`src/sv/iug_pkg.sv`:
```
// Shared types and constants for the im2col unfold gather block.
`timescale 1ns / 1ps

package iug_pkg;

    localparam int FUNC_W      = 1;
    localparam int PLANE_W     = 4;
    localparam int PIX_ROW_W   = 6;
    localparam int PIX_COL_W   = 6;
    localparam int PIX_VALUE_W = 32;
    localparam int KROW_W      = 4;
    localparam int KCOL_W      = 4;
    localparam int OUT_ROW_W   = 7;
    localparam int OUT_COL_W   = 7;
    localparam int VALUE_W     = 32;

    localparam int KSIZE_W  = 5;
    localparam int STRIDE_W = 5;
    localparam int PAD_W    = 4;
    localparam int IMG_W    = 7;

    localparam int CFG_INDEX_W = 3;
    localparam int CFG_DATA_W  = 7;

    // Signed source coordinate: out * stride - pad + kernel offset.
    localparam int PROD_W = OUT_ROW_W + STRIDE_W;
    localparam int SRC_W  = PROD_W + 2;

    localparam logic [FUNC_W-1:0] FUNC_WRITE = 1'b0;
    localparam logic [FUNC_W-1:0] FUNC_READ  = 1'b1;

    localparam logic [CFG_INDEX_W-1:0] CFG_KERNEL_WIDTH  = 3'd0;
    localparam logic [CFG_INDEX_W-1:0] CFG_KERNEL_HEIGHT = 3'd1;
    localparam logic [CFG_INDEX_W-1:0] CFG_STRIDE_COLS   = 3'd2;
    localparam logic [CFG_INDEX_W-1:0] CFG_STRIDE_ROWS   = 3'd3;
    localparam logic [CFG_INDEX_W-1:0] CFG_PAD_COLS      = 3'd4;
    localparam logic [CFG_INDEX_W-1:0] CFG_PAD_ROWS      = 3'd5;
    localparam logic [CFG_INDEX_W-1:0] CFG_IMAGE_WIDTH   = 3'd6;
    localparam logic [CFG_INDEX_W-1:0] CFG_IMAGE_HEIGHT  = 3'd7;

    typedef struct packed {
        logic [FUNC_W-1:0]      func;
        logic [PLANE_W-1:0]     plane;
        logic [PIX_ROW_W-1:0]   pixel_row;
        logic [PIX_COL_W-1:0]   pixel_col;
        logic [PIX_VALUE_W-1:0] pixel_value;
        logic [KROW_W-1:0]      kernel_row;
        logic [KCOL_W-1:0]      kernel_col;
        logic [OUT_ROW_W-1:0]   out_row;
        logic [OUT_COL_W-1:0]   out_col;
    } in_item_t;

    typedef struct packed {
        logic [VALUE_W-1:0] unfolded_value;
        logic               padded;
        logic               bad_index;
    } out_item_t;

    typedef struct packed {
        logic [KSIZE_W-1:0]  kernel_width;
        logic [KSIZE_W-1:0]  kernel_height;
        logic [STRIDE_W-1:0] stride_cols;
        logic [STRIDE_W-1:0] stride_rows;
        logic [PAD_W-1:0]    pad_cols;
        logic [PAD_W-1:0]    pad_rows;
        logic [IMG_W-1:0]    image_width;
        logic [IMG_W-1:0]    image_height;
    } cfg_t;

    typedef struct packed {
        logic we;
        logic re;
        logic rd_valid;
        logic padded;
        logic bad_index;
    } store_ctl_t;

endpackage

```
`src/sv/iug_addr_gen.sv`:
```
// Two-stage address generator: source coordinates, then bounds checks and store address.
`timescale 1ns / 1ps

module iug_addr_gen #(
    parameter int MAX_PLANES = 16,
    parameter int MAX_HEIGHT = 64,
    parameter int MAX_WIDTH  = 64,
    parameter int MAX_KERNEL = 16,
    parameter int WORD_BITS  = 32,
    parameter int ADDR_W     = 16
) (
    input  logic                 clk,
    input  logic                 rst_n,
    input  logic                 issue,
    input  iug_pkg::in_item_t    cmd,
    input  iug_pkg::cfg_t        cfg,
    output iug_pkg::store_ctl_t  ctl,
    output logic [ADDR_W-1:0]    addr,
    output logic [WORD_BITS-1:0] wdata
);

    logic                               valid_reg;
    logic                               is_read_reg;
    logic [iug_pkg::PLANE_W-1:0]        plane_reg;
    logic [iug_pkg::PIX_ROW_W-1:0]      prow_reg;
    logic [iug_pkg::PIX_COL_W-1:0]      pcol_reg;
    logic [WORD_BITS-1:0]               wdata_reg;
    logic [iug_pkg::KROW_W-1:0]         krow_reg;
    logic [iug_pkg::KCOL_W-1:0]         kcol_reg;
    logic [iug_pkg::SRC_W-1:0]          sr_reg;
    logic [iug_pkg::SRC_W-1:0]          sc_reg;
    logic [iug_pkg::SRC_W-1:0]          sr_next;
    logic [iug_pkg::SRC_W-1:0]          sc_next;
    logic [iug_pkg::PROD_W-1:0]         row_prod;
    logic [iug_pkg::PROD_W-1:0]         col_prod;

    iug_pkg::store_ctl_t                ctl_reg;
    iug_pkg::store_ctl_t                ctl_next;
    logic [ADDR_W-1:0]                  addr_reg;
    logic [ADDR_W-1:0]                  addr_next;
    logic [WORD_BITS-1:0]               wdata_out_reg;

    logic [31:0]                        kw;
    logic [31:0]                        kh;
    logic [31:0]                        iw;
    logic [31:0]                        ih;
    logic [31:0]                        plane32;
    logic [31:0]                        row32;
    logic [31:0]                        col32;
    logic [31:0]                        addr32;
    logic                               bad;
    logic                               pad;
    logic                               wr_ok;

    assign row_prod = iug_pkg::PROD_W'(cmd.out_row) * iug_pkg::PROD_W'(cfg.stride_rows);
    assign col_prod = iug_pkg::PROD_W'(cmd.out_col) * iug_pkg::PROD_W'(cfg.stride_cols);

    always_comb
    begin
        sr_next = iug_pkg::SRC_W'(row_prod) - iug_pkg::SRC_W'(cfg.pad_rows)
                + iug_pkg::SRC_W'(cmd.kernel_row);
        sc_next = iug_pkg::SRC_W'(col_prod) - iug_pkg::SRC_W'(cfg.pad_cols)
                + iug_pkg::SRC_W'(cmd.kernel_col);
    end

    always_ff @(posedge clk or negedge rst_n)
    begin
        if (!rst_n)
        begin
            valid_reg <= 1'b0;
        end
        else
        begin
            valid_reg <= issue;
        end
    end

    always_ff @(posedge clk)
    begin
        if (issue)
        begin
            is_read_reg <= (cmd.func == iug_pkg::FUNC_READ);
            plane_reg   <= cmd.plane;
            prow_reg    <= cmd.pixel_row;
            pcol_reg    <= cmd.pixel_col;
            wdata_reg   <= WORD_BITS'(cmd.pixel_value);
            krow_reg    <= cmd.kernel_row;
            kcol_reg    <= cmd.kernel_col;
            sr_reg      <= sr_next;
            sc_reg      <= sc_next;
        end
    end

    always_comb
    begin
        kw = (32'(cfg.kernel_width) > 32'(MAX_KERNEL)) ? 32'(MAX_KERNEL)
                                                       : 32'(cfg.kernel_width);
        kh = (32'(cfg.kernel_height) > 32'(MAX_KERNEL)) ? 32'(MAX_KERNEL)
                                                        : 32'(cfg.kernel_height);
        iw = (32'(cfg.image_width) > 32'(MAX_WIDTH)) ? 32'(MAX_WIDTH)
                                                     : 32'(cfg.image_width);
        ih = (32'(cfg.image_height) > 32'(MAX_HEIGHT)) ? 32'(MAX_HEIGHT)
                                                       : 32'(cfg.image_height);

        bad = (32'(krow_reg) >= kh) || (32'(kcol_reg) >= kw);
        pad = !bad && ((32'(plane_reg) >= 32'(MAX_PLANES))
                       || sr_reg[iug_pkg::SRC_W-1] || sc_reg[iug_pkg::SRC_W-1]
                       || (32'(sr_reg[iug_pkg::SRC_W-2:0]) >= ih)
                       || (32'(sc_reg[iug_pkg::SRC_W-2:0]) >= iw));
        wr_ok = (32'(plane_reg) < 32'(MAX_PLANES)) && (32'(prow_reg) < 32'(MAX_HEIGHT))
                && (32'(pcol_reg) < 32'(MAX_WIDTH));

        plane32 = 32'(plane_reg);
        row32   = is_read_reg ? 32'(sr_reg[iug_pkg::SRC_W-2:0]) : 32'(prow_reg);
        col32   = is_read_reg ? 32'(sc_reg[iug_pkg::SRC_W-2:0]) : 32'(pcol_reg);
        addr32  = (plane32 * 32'(MAX_HEIGHT) + row32) * 32'(MAX_WIDTH) + col32;
        addr_next = addr32[ADDR_W-1:0];

        ctl_next.we        = valid_reg && !is_read_reg && wr_ok;
        ctl_next.re        = valid_reg && is_read_reg && !bad && !pad;
        ctl_next.rd_valid  = valid_reg && is_read_reg;
        ctl_next.padded    = pad;
        ctl_next.bad_index = bad;
    end

    always_ff @(posedge clk or negedge rst_n)
    begin
        if (!rst_n)
        begin
            ctl_reg <= '0;
        end
        else
        begin
            ctl_reg <= ctl_next;
        end
    end

    always_ff @(posedge clk)
    begin
        addr_reg      <= addr_next;
        wdata_out_reg <= wdata_reg;
    end

    assign ctl   = ctl_reg;
    assign addr  = addr_reg;
    assign wdata = wdata_out_reg;

endmodule

```
`config.mk`:
```
export PLATFORM = sky130hd
export DESIGN_NAME = iug_addr_gen
export DESIGN_NICKNAME = d
export VERILOG_FILES = /design/src/sv/iug_pkg.sv /design/src/sv/iug_addr_gen.sv
export SDC_FILE = /design/constraint.sdc
export NUM_CORES = 1
export LEC_CHECK = 0
export BUFFER_PORTS_ARGS = -buffer_cell sky130_fd_sc_hd__buf_2
export CELL_PAD_IN_SITES_DETAIL_PLACEMENT = 0
export CELL_PAD_IN_SITES_GLOBAL_PLACEMENT = 1
export CORE_ASPECT_RATIO = 0.6
export CORE_MARGIN = 8
export CORE_UTILIZATION = 30
export CTS_CLUSTER_DIAMETER = 50
export DETAILED_ROUTE_END_ITERATION = 16
export PLACE_DENSITY = 0.67
export SYNTH_ARGS = -nofsm -noshare
export SYNTH_HDL_FRONTEND = slang
export SYNTH_SLANG_ARGS = --single-unit
```
`constraint.sdc`:
```
create_clock -name clk -period 3.2 [get_ports clk]
set_input_delay 0.64 -clock clk [delete_from_list [all_inputs] [get_ports clk]]
set_output_delay 0.64 -clock clk [all_outputs]
set_load 0.05 [all_outputs]
```
Yosys cells after proc, flatten, opt, wreduce, memory -nomap -nowiden
Index checks and enable logic that the tools add are counted.
{"block": "classes", "n_reduce_logical": 12, "n_addsub": 6, "n_mux": 6, "magnitude_cmp": 8, "multipliers": 2}
{"op": "$add A13 B5 Y14", "count": 2}
{"op": "$ge A13 B7 Y1", "count": 2}
{"op": "$sub A12 B4 Y13", "count": 2}
{"op": "$mul A7 B5 Y12", "count": 2}
{"op": "$add A16 B13 Y16", "count": 1}
{"op": "$gt A7 B7 Y1 const B", "count": 2}
{"op": "$mux W7", "count": 2}
{"op": "$mux W13", "count": 1}
{"op": "$add A10 B10 Y10", "count": 1}
{"op": "$ge A4 B5 Y1", "count": 2}
{"op": "$gt A5 B5 Y1 const B", "count": 2}
{"op": "$mux W10", "count": 1}
{"op": "$mux W5", "count": 2}
{"op": "$logic_and A1 B1 Y1", "count": 5}
{"op": "$logic_or A1 B1 Y1", "count": 4}
{"op": "$logic_not A1 Y1", "count": 3}
{"block": "totals", "ff_bits": 139, "word_cells": 51}

Longest topological paths before layout
{"block": "logic_depth", "ltp_word": 8, "depth_mapped": 15}

Worst setup path after synthesis
No wires, ideal clock.
{"block": "synth_timing", "path_type": "input to register", "from": "input port cmd[9] (netlist bit)", "to": "register sr_reg[12] (netlist bit) (data pin)", "slack_ns": -1.167, "t_arrival_ns": 4.106, "required_ns": 2.939, "stages": 13, "cell_sequence": "and2_1 fa_1 inv_1 fa_1 fa_1 inv_1 ha_1 o211a_1 a2111oi_2 o221ai_2 nand4b_4 nor4_2 xnor2_1"}
{"block": "synth_between", "elab_chain_len": 3}
{"item": "start, declared", "line": "iug_addr_gen.sv:15", "rtl": "input iug_pkg::in_item_t cmd,"}
{"item": "$mul A7 B5 Y12", "line": "iug_addr_gen.sv:55", "rtl": "assign row_prod = iug_pkg::PROD_W'(cmd.out_row) * iug_pkg::PROD_W'(cfg.stride_rows);"}
{"item": "$sub A12 B4 Y13", "line": "iug_addr_gen.sv:60", "rtl": "sr_next = iug_pkg::SRC_W'(row_prod) - iug_pkg::SRC_W'(cfg.pad_rows)"}
{"item": "$add A13 B5 Y14", "line": "iug_addr_gen.sv:61", "rtl": "+ iug_pkg::SRC_W'(cmd.kernel_row);"}
{"item": "via sr_next (one bit)", "line": "iug_addr_gen.sv:32", "rtl": "logic [iug_pkg::SRC_W-1:0] sr_next;"}
{"item": "end signal, assigned", "line": "iug_addr_gen.sv:89", "rtl": "sr_reg <= sr_next;"}
{"item": "end, declared", "line": "iug_addr_gen.sv:30", "rtl": "logic [iug_pkg::SRC_W-1:0] sr_reg;"}
The timed path passes the listed nets, and every way through them passes these cells.
A chain may end at the register's enable or synchronous reset.

Worst setup path in the final report
{"block": "layout_timing", "from": "input port cfg[24] (netlist bit)", "to": "register sr_reg[12] (netlist bit) (data pin)"}
{"block": "layout_between", "elab_chain_len": 3}
{"item": "start, declared", "line": "iug_addr_gen.sv:16", "rtl": "input iug_pkg::cfg_t cfg,"}
{"item": "$mul A7 B5 Y12", "line": "iug_addr_gen.sv:55"}
{"item": "$sub A12 B4 Y13", "line": "iug_addr_gen.sv:60"}
{"item": "$add A13 B5 Y14", "line": "iug_addr_gen.sv:61"}
{"item": "via sr_next (one bit)", "line": "iug_addr_gen.sv:32"}
The timed path passes the listed nets, and every way through them passes these cells.

==> impl_metrics.ini <==
[synth]
ys_async_sr_fraction_pct = 4.32
synth-seq-area-share_pct = 43.2
synthesis.yosys.warnings = 0
synth-simple-area-share_pct = 13.5
post_synth_inst_count = 758
netlist-cell-type-count = 55
netlist.top_cell.by_area = edfxtp_1
ys_dominant_reg_cell = edfxtp_1
yosys.area_share.adder_pct = 23.8
synth.area.mux_share_pct = 1.70
syn-mean-instance-area_um2 = 11.2
synth_compound_area_share_pct = 8.41
main_combinational_cell_family_by_area_after_synthesis = adder cells
fraction_of_post_synthesis_cell_area_in_the_top_cell_type_by_area_pct = 30.1
synth_xor_area_share_pct = 3.92
netlist_top_cells_area = edfxtp_1 30%, ha_1 14%, dfxtp_1 11%, fa_1 9.9%, inv_1 5.3%
synth.ff_latch_count = 139
synth.net_count = 1010
synth-edff-count = 85
syn_area_mm2 = 0.00848

[drt]
highest_layer = met4
route.layer.met1.wl_um = 11500
antenna_violating_nets_post_route = 0
first_iteration_detailed_routing_drc_count = 281
aggregate_routed_wire_length_um = 21800
route.met2.wl_um = 9200
via_count = 6354
avgViaCountPerCell = 4.37
routed_wire_length_per_instance_um = 15.0
total_drc_errors_in_the_routed_layout = 0
drtPass1Iterations = 4
wl_met3_um = 911

[timing]
postLayoutSetupSlackWorst_ns = -0.717
grt_setup_unrepaired = true
finalSetupViolations = 22
min_period_ns = 3.92
timing_worst_slew_pin_value_ns = 0.587
max_slew_violations = 0
finClkSkew_ns = 0.0211
hold_viol = 0
period_share_pct = 122
achievable-frequency_mhz = 255
worst_slew_margin_rel_pct = 60.8

[pwr]
leak_pwr_nw = 5.67
powerDensity_mw_per_mm2 = 832
finalPower_mw = 10.2
vdd_drop_max_v = 0.000534

[global_routing]
track_usage_pct = 12.6
pin_count_of_the_biggest_net_entering_global_routing = 45
global_route.overflow_total = 0
first_global_vias = 6419
antenna_found_initial = 0
grt_first_pass_wirelength_um = 34700

[clock_tree]
cts_buffer_depth = 2
clock_sink_count = 139
cts_root_buf = clkbuf_16
clk_latency_ns = 0.42
clkSlewWorstSetupHoldPaths_ns = 0.06
hold_buffers = 0
cts_tree = yes
number_of_buffers_added_by_the_clock_tree_synthesis_step = 17
h-tree-depth = 4

[floorplanning]
num_rows = 47
core_region_area_mm2 = 0.0277
die_w_um = 233
die_area_mm2 = 0.0341
io_pins = 169
starting_density_pct = 30.6
fp.dieH_um = 146

[worst_setup_path]
worstSetupPathType = input port to register
crit_path_end_kind = register
worst_r2r_path_depth = 10
timing.rr.end = addr[14]$_DFF_P_
worst-r2r-setup-slack_ns = 0.38
cp-start-kind = input port
rr_startpoint = is_read_reg$_DFFE_PP_
crit_arrival_ns = 4.09
crit_path_max_fanout = 6
cp.required_ns = 3.37

[layout]
largest_register_ffs = 64
fillers = 2624
design.final.nets = 1326
diodes = 0
most_frequent_standard_cell_in_the_layout_excluding_fill_and_tap_cells = buf_2
finish.cell_count_without_fillers = 1454
mostFrequentLayoutCells = 152 x buf_2, 125 x buf_4, 105 x inv_1
final_layout_size_suffix_gt1_share_pct = 42.5
syn_to_final_growth_pct = 44.0

[run_status]
violations_in_the_final_reports = negative setup slack
outcome = complete, but fails checks

[placed_design]
io_buffers = 168
detailedPlace.worstSlack_ns = -1.19
dp_cells = 1400
dp_hpwl_um = 18000
gp_routability_congestion = 0.783

[flow_run]
maxCapViolCount = 0

[min_path]
holdCritPathClass = input port to async pin
==> per-stage QoR <==
stage / utilization, % / instance area, µm² / hold slack (ns) / TNS, ns
after detailed placement: 39.4 / 10900 / 0.327 / -21.05
after floorplan: - / 8790 / 0.323 / -12.59
final: 44.1 / 12200 / 0.0370 / -10.23
after global placement: 39.4 / 10900 / 0.324 / -20.12
after CTS: 42.8 / 11800 / 0.0215 / -9.97
after global routing: 44.1 / 12200 / 0.0206 / -12.38
==> per-layer routing <==
layer  GRT usage (%)  vias to the layer above
met5               0                        -
met4            2.43                        0
met3            2.52                       13
met2            18.3                       93
met1            19.1                     3025
li1                -                     3223
==> synth_stat cells (5+ instances only) <==
cell type / number
inv_1: 119
ha_1: 94
edfxtp_1: 85
and2_1: 56
nand2_1: 50
dfxtp_1: 48
fa_1: 42
xnor2_1: 25
nor2_1: 24
a21oi_1: 22
a21o_1: 18
o21ai_0: 16
nand2b_1: 14
xor2_1: 13
mux2_2: 11
nand3_1: 11
nor2b_1: 10
nand4_1: 9
o21a_1: 8
nor3_1: 7
a211oi_1: 6
dfrtp_1: 6
nor4_1: 6
and3_1: 5
==> what timing repair did <==
action                                  4_1_cts  5_1_grt
buffers inserted                             12       15
pin swaps                                    50       54
endpoints found under the setup margin       22       22
gates resized for setup                      65       61
==> how the worst max path moves through the flow <==
| stage | endpoint | start |
|---|---|---|
| floorplan | sc_reg[10]$_DFFE_PP_ | cmd[2] |
| global placement | sc_reg[10]$_DFFE_PP_ | cfg[28] |
| detailed placement | sc_reg[10]$_DFFE_PP_ | cmd[2] |
| CTS | sr_reg[11]$_DFFE_PP_ | cfg[24] |
| global route | sr_reg[10]$_DFFE_PP_ | cmd[11] |
| finish | sr_reg[12]$_DFFE_PP_ | cfg[24] |
==> logic make-up after synthesis <==
kind of cell               after synthesis
AOI/OAI and AO/OA                      102
xor gates and xnor gates                38
adders and majority gates              136
buffers and inverters                  124
DFF                                    139
muxes                                   13
and+or+nand+nor                        206
==> critical path: stages <==
cell	delay [ns]
buf_8	0.11
and2_4	0.13
fa_1	0.52
ha_4	0.29
inv_2	0.03
fa_1	0.50
inv_2	0.05
ha_4	0.16
fa_2	0.39
a21o_4	0.23
a221oi_4	0.32
a21o_1	0.26
o21ai_4	0.12
nor4_4	0.23
xnor2_1	0.10
==> power breakdown <==
part / internal [mW] / switching [mW] / total [mW]
Sequential: 2.37 / 0.175 / 2.54
Combinational: 2.82 / 2.94 / 5.76
Clock: 1.09 / 0.763 / 1.85
==> final cells by class <==
cell class,instances,area (µm²),share of cell area [%]
Multi-Input combinational cell,495,5070,41.5
Clock inverter,11,83.8,0.686
Clock buffer,21,483,3.95
Timing Repair Buffer,302,2010,16.4
Inverter,119,447,3.66
Tap cell,367,459,3.76
Sequential cell,139,3660,30.0
(Power assumes the default switching activity.)
